<file path="src/sv/polyphase_fir_resampler_core_defines.svh">
// Assertion macros for the resampler core.
`ifndef POLYPHASE_FIR_RESAMPLER_CORE_DEFINES_SVH
`define POLYPHASE_FIR_RESAMPLER_CORE_DEFINES_SVH
`ifndef ASSERT_OFF
`define PFR_ASSERT(lbl, clk_s, rstn_s, prop) \
    lbl: assert property (@(posedge clk_s) disable iff (!rstn_s) (prop)) \
        else $error("pfr assertion failed");
`define PFR_ASSERT_NEXT(lbl, clk_s, rstn_s, ante, cons) \
    lbl: assert property (@(posedge clk_s) disable iff (!rstn_s) (ante) |=> (cons)) \
        else $error("pfr assertion failed");
`else
`define PFR_ASSERT(lbl, clk_s, rstn_s, prop)
`define PFR_ASSERT_NEXT(lbl, clk_s, rstn_s, ante, cons)
`endif
`endif

</file>
<file path="src/sv/pfr_pkg.sv">
// Shared constants, controller state type and control/status structs.
package pfr_pkg;

    localparam int TAPS_DEF       = 32;
    localparam int PHASES_DEF     = 256;
    localparam int RING_DEPTH_DEF = 64;

    localparam int SAMPLE_W    = 24;
    localparam int COEF_W      = 18;
    localparam int COEF_ADDR_W = 13;
    localparam int COEF_DEPTH  = 1 << COEF_ADDR_W;
    localparam int COUNT_W     = 40;
    localparam int FRAC_W      = 24;
    localparam int POS_W       = COUNT_W + FRAC_W;
    localparam int STEP_W      = 29;
    localparam int CFG_IDX_W   = 2;
    localparam int CFG_DATA_W  = STEP_W;

    localparam int OUT_CAP   = 6;
    localparam int OUT_CNT_W = 3;

    localparam int MOD_BITS_PER_CYCLE = 4;
    localparam int MOD_CYCLES         = COUNT_W / MOD_BITS_PER_CYCLE;
    localparam int DRAIN_CYCLES       = 2;

    localparam logic [STEP_W-1:0] STEP_RESET = STEP_W'(1 << FRAC_W);

    localparam logic [CFG_IDX_W-1:0] CFG_STEP_RATIO  = CFG_IDX_W'(0);
    localparam logic [CFG_IDX_W-1:0] CFG_DIRECT_MODE = CFG_IDX_W'(1);

    localparam logic OP_SAMPLE = 1'b0;
    localparam logic OP_COEF   = 1'b1;

    typedef enum logic [3:0] {
        S_IDLE,
        S_DIRECT,
        S_CHECK,
        S_EMIT,
        S_LOAD,
        S_MOD,
        S_INIT,
        S_FIR,
        S_DRAIN,
        S_DONE
    } pfr_state_t;

    typedef struct packed {
        logic in_ready;
        logic load;
        logic mod_step;
        logic fir_init;
        logic issue;
        logic finish;
        logic emit;
        logic emit_direct;
        logic emit_last;
    } pfr_cmd_t;

    typedef struct packed {
        logic item_valid;
        logic item_coef;
        logic direct;
        logic due;
        logic out_free;
    } pfr_sts_t;

endpackage

</file>
<file path="src/sv/pfr_ctrl.sv">
// Controller: sequences output checks, modulo setup, tap loop and word emission.
`include "polyphase_fir_resampler_core_defines.svh"

module pfr_ctrl import pfr_pkg::*; #(
    parameter int TAPS = TAPS_DEF
) (
    input  logic     clk,
    input  logic     rst_n,
    input  pfr_sts_t sts,
    output pfr_cmd_t cmd
);

    localparam int CNT_MAX = (TAPS > MOD_CYCLES) ? TAPS : MOD_CYCLES;
    localparam int CNT_W   = $clog2(CNT_MAX);
    localparam logic [CNT_W-1:0]     TAPS_LAST  = CNT_W'(TAPS - 1);
    localparam logic [CNT_W-1:0]     MOD_LAST   = CNT_W'(MOD_CYCLES - 1);
    localparam logic [CNT_W-1:0]     DRAIN_LAST = CNT_W'(DRAIN_CYCLES - 1);
    localparam logic [OUT_CNT_W-1:0] CAP        = OUT_CNT_W'(OUT_CAP);

    pfr_state_t           state_reg;
    pfr_state_t           state_next;
    logic [CNT_W-1:0]     cnt_reg;
    logic [CNT_W-1:0]     cnt_next;
    logic [OUT_CNT_W-1:0] k_reg;
    logic [OUT_CNT_W-1:0] k_next;
    logic                 pend_reg;
    logic                 pend_next;
    logic                 due_reg;
    logic                 due_next;

    always_ff @(posedge clk or negedge rst_n) begin
        if (!rst_n) begin
            state_reg <= S_IDLE;
            cnt_reg   <= '0;
            k_reg     <= '0;
            pend_reg  <= 1'b0;
            due_reg   <= 1'b0;
        end else begin
            state_reg <= state_next;
            cnt_reg   <= cnt_next;
            k_reg     <= k_next;
            pend_reg  <= pend_next;
            due_reg   <= due_next;
        end
    end

    always_comb begin
        state_next = state_reg;
        cnt_next   = cnt_reg;
        k_next     = k_reg;
        pend_next  = pend_reg;
        due_next   = due_reg;
        cmd        = '0;
        unique case (state_reg)
            S_IDLE: begin
                cmd.in_ready = 1'b1;
                if (sts.item_valid && !sts.item_coef) begin
                    k_next     = '0;
                    pend_next  = 1'b0;
                    state_next = sts.direct ? S_DIRECT : S_CHECK;
                end
            end
            S_DIRECT: begin
                if (sts.out_free) begin
                    cmd.emit        = 1'b1;
                    cmd.emit_direct = 1'b1;
                    cmd.emit_last   = 1'b1;
                    state_next      = S_IDLE;
                end
            end
            S_CHECK: begin
                // a finished word waits until we know whether another follows
                due_next = sts.due && (k_reg < CAP);
                if (pend_reg)
                    state_next = S_EMIT;
                else if (due_next)
                    state_next = S_LOAD;
                else
                    state_next = S_IDLE;
            end
            S_EMIT: begin
                if (sts.out_free) begin
                    cmd.emit      = 1'b1;
                    cmd.emit_last = !due_reg;
                    pend_next     = 1'b0;
                    state_next    = due_reg ? S_LOAD : S_IDLE;
                end
            end
            S_LOAD: begin
                cmd.load   = 1'b1;
                cnt_next   = '0;
                state_next = S_MOD;
            end
            S_MOD: begin
                cmd.mod_step = 1'b1;
                if (cnt_reg == MOD_LAST) begin
                    cnt_next   = '0;
                    state_next = S_INIT;
                end else begin
                    cnt_next = cnt_reg + 1'b1;
                end
            end
            S_INIT: begin
                cmd.fir_init = 1'b1;
                cnt_next     = '0;
                state_next   = S_FIR;
            end
            S_FIR: begin
                cmd.issue = 1'b1;
                if (cnt_reg == TAPS_LAST) begin
                    cnt_next   = '0;
                    state_next = S_DRAIN;
                end else begin
                    cnt_next = cnt_reg + 1'b1;
                end
            end
            S_DRAIN: begin
                if (cnt_reg == DRAIN_LAST) begin
                    cnt_next   = '0;
                    state_next = S_DONE;
                end else begin
                    cnt_next = cnt_reg + 1'b1;
                end
            end
            S_DONE: begin
                cmd.finish = 1'b1;
                k_next     = k_reg + 1'b1;
                pend_next  = 1'b1;
                state_next = S_CHECK;
            end
            default: state_next = S_IDLE;
        endcase
    end

    `PFR_ASSERT(a_out_cap, clk, rst_n, k_reg <= CAP)
    `PFR_ASSERT_NEXT(a_done_check, clk, rst_n, cmd.finish, (state_reg == S_CHECK) && pend_reg)
    `PFR_ASSERT_NEXT(a_load_mod, clk, rst_n, cmd.load, cmd.mod_step && (cnt_reg == '0))
    `PFR_ASSERT_NEXT(a_emit_hold, clk, rst_n, (state_reg == S_EMIT) && !sts.out_free, state_reg == S_EMIT)

endmodule

</file>
<file path="config.mk">
export PLATFORM = sky130hd
export DESIGN_NAME = pfr_ctrl
export DESIGN_NICKNAME = d
export VERILOG_FILES = /design/src/sv/pfr_pkg.sv /design/src/sv/pfr_ctrl.sv
export VERILOG_INCLUDE_DIRS = /design/src /design/src/sv
export SDC_FILE = /design/constraint.sdc
export NUM_CORES = 1
export LEC_CHECK = 0
export ABC_CLOCK_PERIOD_IN_PS = 4000
export BUFFER_PORTS_ARGS = -buffer_cell sky130_fd_sc_hd__buf_2
export CORE_MARGIN = 4
export CORE_UTILIZATION = 60
export DETAILED_ROUTE_END_ITERATION = 16
export HOLD_SLACK_MARGIN = 0.15
export PLACE_DENSITY = 0.8
export SYNTH_ARGS = -nofsm -noshare
export SYNTH_HDL_FRONTEND = slang
export SYNTH_SLANG_ARGS = --single-unit
</file>
<file path="constraint.sdc">
create_clock -name clk -period 4 [get_ports clk]
set_input_delay 1 -clock clk [delete_from_list [all_inputs] [get_ports clk]]
set_output_delay 1 -clock clk [all_outputs]
set_load 0.03 [all_outputs]
</file>
==> flow_summary.ini, run 1 <==
[logic_synthesis]
postSynthCellCount = 117
synthMuxAreaShare = 0.0425
async_flop_share = 1.00
synth_top_family_by_area = simple AND/OR/NAND/NOR gates
synthSimpleGateAreaFrac = 0.303
synth_area_mm2 = 0.00106
ys_ff_latch = 14
syn_nets = 128
avgSynthCellArea_um2 = 9.07
ys.warnings.count = 0
synthXorXnorAreaFrac = 0.00825
synth.distinct_cells = 47
synth-main-ff-cell = dfrtp_1
synth-edff-count = 0
ys_seq_area_frac = 0.330
synth_compound_area_frac = 0.193
synth_fa_ha_area_frac = 0.0472

[clock_tree]
clkSlewWorstSetupHoldPaths_ns = 0.10
clk_latency_ns = 0.29
clkSinkCount = 14
htreeDepth = 1
post_cts_buffers = 0
cts_buffer_depth = 2
ctsHoldBuffers = 0
cts_resized = 0
cts_inserted_buffers = 3
tritoncts = done
cts-root-buf = clkbuf_4

[power]
max-vdd-ir-drop_mv = 0.188
leakagePower_nw = 0.483
power_density_mw_per_mm2 = 267

[placement]
place_congestion = 0.790
place_hpwl_mm = 1.60
dp.cells = 146
io_buffer_count = 15
placed_area_mm2 = 0.00110

[timing]
fin_tns_setup_ns = 0
period_needed_ns = 2.80
max_freq_mhz = 357
relSlewSlack = 0.514
final-setup-viol-count = 0
period_share = 0.700
tightest_slew_ns = 0.729
slew_viol_final = 0
hold_viol = 0
fin_skew_ns = 0.00613
timing.hold.ws_ns = 0.541
rsz0062_at_grt = false

[detailed_routing]
drc = 0
drt_iter0_drc = 20
routed_via_density = 6.03
postRouteAntennaNets = 0
firstDrtPassIters = 4
num_vias = 904
post_drt_wl_per_cell_um = 14.4
drt-total-wl_mm = 2.16

[flow_run]
drv_cap = 0

[grt]
grt_pass1_wl_mm = 3.76
grt_pass1_vias = 832
globalRouteTotalUtil = 0.194
gr-total-overflow = 0
antenna_found_initial = 0
grt_start_max_net_pins = 27

[die]
initial_core_util = 0.666
ios = 16
core_area_mm2 = 0.00159
rows = 14
dieWidth_um = 50.1
dieArea_mm2 = 0.00251
dieHeight_um = 50.1

[critical_path]
cp.required_ns = 3.00
rr_startpoint = cnt_reg[0]$_DFFE_PN0P_
cp_slowest_cell = dfrtp_1
cp.arrival_ns = 1.80
crit_path_cell_trace = nand2b_1 -> nor3b_1 -> buf_2
path_max_fanout = 19
end_kind = output port
cp_slowest_stage_delay_ns = 0.67
startpoint_type = flop
startpoint = state_reg[2]$_DFFE_PN0P_
path_class = flop to output port

[cells_and_area]
syn_to_final_growth_pct = 7.55
final_util = 0.716
final_area_mm2 = 0.00114
final-instance-count-excl-fill = 150
largest_reg_flops = 5
antennaDiodeCount = 0
nNetsFinal = 138
layout-drive-gt1-share = 0.198

[hold_path]
hold_start = k_reg[1]$_DFFE_PN0P_
hp-class = flop to flop

[outcome]
status = completed
-- cells by family after synthesis --
group / Yosys count
simple gates: 50
compound gates: 29
buf+inv: 15
flops: 14
mux: 4
fa+ha+maj: 4
xor+xnor: 1
-- cells in the mapped netlist (2+ instances only) --
master,instances,area share
nand2_1,9,0.032
nor3_1,3,0.014
mux2_2,2,0.021
or4bb_1,2,0.021
nand2b_1,3,0.018
clkbuf_1,2,0.0071
o31ai_1,4,0.028
buf_6,2,0.021
nor2_1,9,0.032
o22ai_1,3,0.018
buf_2,4,0.019
inv_1,5,0.018
nor3b_1,3,0.021
nand3_1,3,0.014
or3b_1,3,0.025
ha_1,4,0.047
dfrtp_1,14,0.33
nand3b_1,2,0.014
mux2_1,2,0.021
a211o_1,2,0.017
nor2b_1,2,0.012
a21oi_1,6,0.028
a22o_1,2,0.017
a41oi_1,2,0.017
nor4_1,2,0.012
-- routing by layer --
metal	up-vias	GRT usage	wire, um
li1	450	-	-
met1	430	0.275	1050
met2	18	0.289	987
met3	6	0.0361	98
met4	0	0.0691	30
met5	-	0	0
-- final cells by class --
type / count / area [um2]
Tap cell: 24 / 30.0
Inverter: 5 / 18.8
Fill cell: 130 / 453
Multi-Input combinational cell: 88 / 631
Sequential cell: 14 / 350
Clock buffer: 4 / 36.3
Timing Repair Buffer: 15 / 75.1
-- stage by stage --
step / power [mW] / worst slack, ns
6_report: 0.305 / 1.20
5_1_grt: 0.320 / 1.06
4_1_cts: 0.303 / 1.21
3_5_place_dp: 0.198 / 1.39
3_3_place_gp: 0.197 / 1.42
2_1_floorplan: 0.188 / 1.26
-- worst max-delay path: cells and delay by family (launching register included) --
family | cells | cell delay (ns)
flip-flops | 1 | 0.67
AND/OR/NAND/NOR | 2 | 0.58
buffers and inverters | 1 | 0.25
-- power by group --
part           total (mW)  switching [mW]  internal, mW  leakage, nW
Clock               0.109          0.0535        0.0555       0.0210
Sequential          0.154         0.00961         0.144        0.175
Combinational      0.0418          0.0237        0.0181        0.287
Total               0.305          0.0868         0.218        0.483
-- path summary, 6_finish.rpt --
| kind | endpoint | slack, ns | cells past startpoint |
|---|---|---|---|
| max | cmd[6] | 1.20 | 3 |
| min | k_reg[1]$_DFFE_PN0P_ | 0.54 | 1 |
| max reg2reg | state_reg[1]$_DFFE_PN0P_ | 1.73 | 8 |
| min reg2reg | k_reg[1]$_DFFE_PN0P_ | 0.54 | 1 |
| max in group asynchronous | state_reg[0]$_DFFE_PN0P_ | 3.17 | 1 |
| min in group asynchronous | cnt_reg[0]$_DFFE_PN0P_ | 0.58 | 1 |
-- cells in the final DEF (no fill, tap or decap), drive strengths merged, types with 3 or more instances in the layout --
cell type	n
a21oi	6
buf	15
clkbuf	4
dfrtp	14
ha	4
inv	5
mux2	4
nand2	9
nand2b	3
nand3	3
nor2	9
nor3	3
nor3b	3
o22ai	3
o31ai	4
or3b	3
Power figures use the tool's default switching activity.
==> run 2, diff against run 1 <==
Settings changed: ABC_CLOCK_PERIOD_IN_PS 4000 to 2400, CORE_UTILIZATION 60 to 50, PLACE_DENSITY 0.8 to 0.71.
Clock period 4 ns to 2.4 ns, I/O delays scaled along.
==> run 2 against run 1 <==
Effect of this change: clock-buffer cell count is 1 lower; highest routed layer unchanged; critical path depth is 2 higher; via count is 3.4% higher; first-iteration DRC count is 100% higher; total power is 54% higher.
==> flow_summary.ini, run 2 (synthesis gave the netlist of run 1 again) <==
[outcome]
status = completed

[detailed_routing]
drt_iter0_drc = 40
post_drt_wl_per_cell_um = 14.5
firstDrtPassIters = 4
routed_via_density = 6.03
num_vias = 935
drc = 0
postRouteAntennaNets = 0
drt-total-wl_mm = 2.24

[critical_path]
cp.arrival_ns = 1.64
cp.required_ns = 1.80
path_class = flop to output port
cp_slowest_cell = dfrtp_1
startpoint_type = flop
end_kind = output port
cp_slowest_stage_delay_ns = 0.47
path_max_fanout = 12
crit_path_cell_trace = buf_4 -> nor2_1 -> nand3_1 -> a21oi_1 -> buf_2

[power]
p_seq_frac = 0.529
power_density_mw_per_mm2 = 402
internal_power_mw = 0.334
combPwrFrac = 0.181
switching_share = 0.290
leakagePower_nw = 0.491
fin_total_pwr_mw = 0.470
pwr-share-clk = 0.290
max-vdd-ir-drop_mv = 0.266
switching_power_mw = 0.136

[timing]
max_freq_mhz = 447
hold_viol = 0
fin_tns_setup_ns = 0
fin_skew_ns = 0.00190
relSlewSlack = 0.666
final-setup-viol-count = 0
period_needed_ns = 2.24
slew_viol_final = 0
rsz0062_at_grt = false
period_share = 0.932
tightest_slew_ns = 0.501

[grt]
grt_pass1_vias = 870
gr-total-overflow = 0
antenna_found_initial = 0
grt_start_max_net_pins = 26
grt_pass1_wl_mm = 3.92
globalRouteTotalUtil = 0.185

[die]
initial_core_util = 0.535
core_area_mm2 = 0.00198
dieArea_mm2 = 0.00292
ios = 16
rows = 16
dieWidth_um = 54.1
dieHeight_um = 54.1

[placement]
place_hpwl_mm = 1.63
place_congestion = 0.764
io_buffer_count = 15

[cells_and_area]
mostFrequentLayoutCells = buf_2, dfrtp_1, nand2_1, nor2_1, a21oi_1
largest_reg_flops = 5
antennaDiodeCount = 0
nNetsFinal = 141
final_common_cell = buf_2
layout-drive-gt1-share = 0.242
syn_to_final_growth_pct = 10.3

[clock_tree]
tritoncts = done
cts-root-buf = clkbuf_4
ctsHoldBuffers = 0
htreeDepth = 1
clk_latency_ns = 0.29
clkSinkCount = 14
cts_buffer_depth = 2
cts_inserted_buffers = 3
clkSlewWorstSetupHoldPaths_ns = 0.08

[hold_path]
hp-class = input port to asynchronous set/reset pin

[flow_run]
drv_cap = 0
[run 2: cell count changes in the layout (fill, tap and decap cells not counted), sizes merged]
cell | previous run | this run
buf | 15 | 18
clkbuf | 4 | 3
[run 2: path summary, 6_finish.rpt]
path,depth (start not counted),slack [ns],endpoint,from
hold / removal,1,0.20,state_reg[1]$_DFFE_PN0P_,rst_n
hold reg to reg,1,0.55,k_reg[0]$_DFFE_PN0P_,k_reg[0]$_DFFE_PN0P_
min in group clk,1,0.55,k_reg[0]$_DFFE_PN0P_,k_reg[0]$_DFFE_PN0P_
setup reg to reg,8,0.31,state_reg[1]$_DFFE_PN0P_,cnt_reg[0]$_DFFE_PN0P_
max in group asynchronous,1,1.92,state_reg[3]$_DFFE_PN0P_,rst_n
setup / recovery,5,0.16,cmd[0],state_reg[2]$_DFFE_PN0P_
[run 2: power by group through the flow]
stage	Sequential, mW	Clock [mW]	Combinational [mW]
final	0.249	0.136	0.0849
after global routing	0.250	0.154	0.0941
after CTS	0.248	0.142	0.0834
after detailed placement	0.253	0	0.0832
after global placement	0.252	0	0.0821
after floorplan	0.248	0	0.0656
[run 2: repair_timing]
action,CTS,global route
hold endpoints to repair,0,0
buffers inserted,0,0
gates resized for setup,0,4
endpoints found under the setup margin,0,5
[run 2: per-layer routing]
| layer | up-vias | wire length [um] | GRT usage |
|---|---|---|---|
| met5 | - | 0 | 0 |
| met4 | 0 | 54 | 0.0996 |
| met3 | 5 | 139 | 0.0194 |
| met2 | 33 | 1000 | 0.286 |
| met1 | 440 | 1040 | 0.252 |
| li1 | 457 | - | - |
[run 2: stage by stage]
stage | hold WS [ns] | setup slack (ns) | cell area [um2] | utilization | cells
6_report | 0.203 | 0.162 | 1170 | 0.590 | 155
5_1_grt | 0.208 | 0.0306 | 1170 | 0.590 | 155
4_1_cts | 0.208 | 0.0565 | 1150 | 0.582 | 155
3_5_place_dp | 0.523 | 0.214 | 1130 | 0.571 | 152
3_3_place_gp | 0.512 | 0.346 | 1130 | 0.571 | 152
2_1_floorplan | 0.304 | 0.0181 | 1060 | - | 117
[run 2: layout make-up]
class | count | area [um2]
clock buffer | 3 | 22.5
fill | 175 | 812
inverter | 5 | 18.8
multi-input combinational | 88 | 646
sequential | 14 | 352
tap | 27 | 33.8
timing repair buffer | 18 | 97.6
[run 2: critical path, delay by kind of cell (launching register included)]
family                 cells  cell delay, ns
flip-flops                 1            0.47
AO/OA/AOI/OAI              1            0.16
AND/OR/NAND/NOR            2            0.29
buffers and inverters      2            0.42
==> run 3, diff against run 2 <==
Settings changed: ABC_CLOCK_PERIOD_IN_PS 2400 to 2640, CORE_UTILIZATION 50 to 60, PLACE_DENSITY 0.71 to 0.8.
Clock period 2.4 ns to 2.64 ns, I/O delays scaled along.
==> run 3 against run 2 <==
Effect of this change: sequential share of layout area increased by 0.25 points; sequential cell count unchanged; critical path depth decreased by 3; cell count decreased by 1.9%; cell area decreased by 1.2%; critical path type unchanged; critical endpoint is now cmd[8]; highest routed layer unchanged.
==> flow_summary.ini, run 3 (synthesis gave the netlist of run 1 again) <==
[critical_path]
end_kind = output port
cp.arrival_ns = 1.75
path_max_fanout = 26
startpoint_type = flop
path_class = flop to output port
cp.required_ns = 1.98

[timing]
final-setup-viol-count = 0
tightest_slew_ns = 0.740
slew_viol_final = 0
period_share = 0.914
setup_ws_ns = 0.226
fin_tns_setup_ns = 0
max_freq_mhz = 414
timing.hold.ws_ns = 0.254
fin_skew_ns = 0.00552
relSlewSlack = 0.507
period_needed_ns = 2.41
hold_viol = 0
rsz0062_at_grt = false

[clock_tree]
cts-root-buf = clkbuf_4
htreeDepth = 1
clkSlewWorstSetupHoldPaths_ns = 0.09
cts_resized = 0
post_cts_buffers = 0
cts_buffer_depth = 2
clkSinkCount = 14
ctsHoldBuffers = 0
cts_inserted_buffers = 3
tritoncts = done
clk_latency_ns = 0.28

[detailed_routing]
firstDrtPassIters = 4
drt-total-wl_mm = 2.27
routed_via_density = 6.20
postRouteAntennaNets = 0
num_vias = 942
drc = 0
drt_iter0_drc = 63
post_drt_wl_per_cell_um = 14.9

[cells_and_area]
nNetsFinal = 140
final-instance-count-excl-fill = 152
fill_cells = 132
final_common_cell = buf_2
syn_to_final_growth_pct = 8.96
final_util = 0.725
final_area_mm2 = 0.00116
largest_reg_flops = 5
layout-drive-gt1-share = 0.211
antennaDiodeCount = 0
mostFrequentLayoutCells = buf_2, dfrtp_1, nand2_1, nor2_1, a21oi_1

[grt]
gr-total-overflow = 0
grt_pass1_wl_mm = 3.97
grt_pass1_vias = 868
globalRouteTotalUtil = 0.206
grt_start_max_net_pins = 27
antenna_found_initial = 0

[power]
power_density_mw_per_mm2 = 392
max-vdd-ir-drop_mv = 0.330
leakagePower_nw = 0.494
fin_total_pwr_mw = 0.453

[placement]
place_hpwl_mm = 1.61
place_ws_ns = 0.439
io_buffer_count = 15
placed_area_mm2 = 0.00112
place_congestion = 0.837
dp.cells = 148

[die]
ios = 16
dieArea_mm2 = 0.00251
dieHeight_um = 50.1
core_area_mm2 = 0.00159
initial_core_util = 0.666
rows = 14
dieWidth_um = 50.1

[outcome]
status = completed

[hold_path]
hp-class = input port to asynchronous set/reset pin

[flow_run]
drv_cap = 0
run 3: cell count changes in the layout (fill, tap and decap cells not counted):
cell	change
dfrtp_1	+1
nand2b_1	+1
clkbuf_8	+1
dfrtp_2	-1
nor4_2	-2
nor4_1	+2
nand2b_2	-1
buf_4	-1
run 3: worst paths after layout:
| kind | depth (start not counted) | start | slack, ns | endpoint |
|---|---|---|---|---|
| max | 2 | state_reg[1]$_DFFE_PN0P_ | 0.23 | cmd[8] |
| min | 1 | rst_n | 0.25 | due_reg$_DFFE_PN0N_ |
| max reg2reg | 8 | cnt_reg[0]$_DFFE_PN0P_ | 0.43 | state_reg[0]$_DFFE_PN0P_ |
| min reg2reg | 2 | cnt_reg[1]$_DFFE_PN0P_ | 0.54 | cnt_reg[1]$_DFFE_PN0P_ |
| max in group asynchronous | 1 | rst_n | 2.14 | cnt_reg[4]$_DFFE_PN0P_ |
| min in group clk | 2 | cnt_reg[1]$_DFFE_PN0P_ | 0.54 | cnt_reg[1]$_DFFE_PN0P_ |
run 3: cell type report:
| class | instances | area, um2 | area share |
|---|---|---|---|
| well taps | 24 | 30.0 | 0.0260 |
| clock buffers | 4 | 36.3 | 0.0314 |
| multi-input cells | 88 | 631 | 0.545 |
| flip-flops and latches | 14 | 350 | 0.303 |
| repair buffers | 17 | 90.1 | 0.0779 |
| inverters | 5 | 18.8 | 0.0162 |
run 3: worst max-delay path, cell delays in order, from the launching register on:
cell,delay [ns]
dfrtp_1,0.66
nor4_1,0.53
buf_2,0.28
run 3: per-layer routing:
| layer | wire length [um] | vias up | part of all wire | global-route usage |
|---|---|---|---|---|
| li1 | - | 458 | - | - |
| met1 | 1030 | 441 | 0.45 | 0.298 |
| met2 | 1070 | 34 | 0.47 | 0.300 |
| met3 | 123 | 9 | 0.054 | 0.0271 |
| met4 | 49 | 0 | 0.022 | 0.0922 |
| met5 | 0 | - | 0 | 0 |
run 3: report_power, final:
group	internal (mW)	switching [mW]	leakage (nW)
clock	0.0839	0.0703	0.0210
sequential	0.219	0.0120	0.175
combinational	0.0285	0.0397	0.298
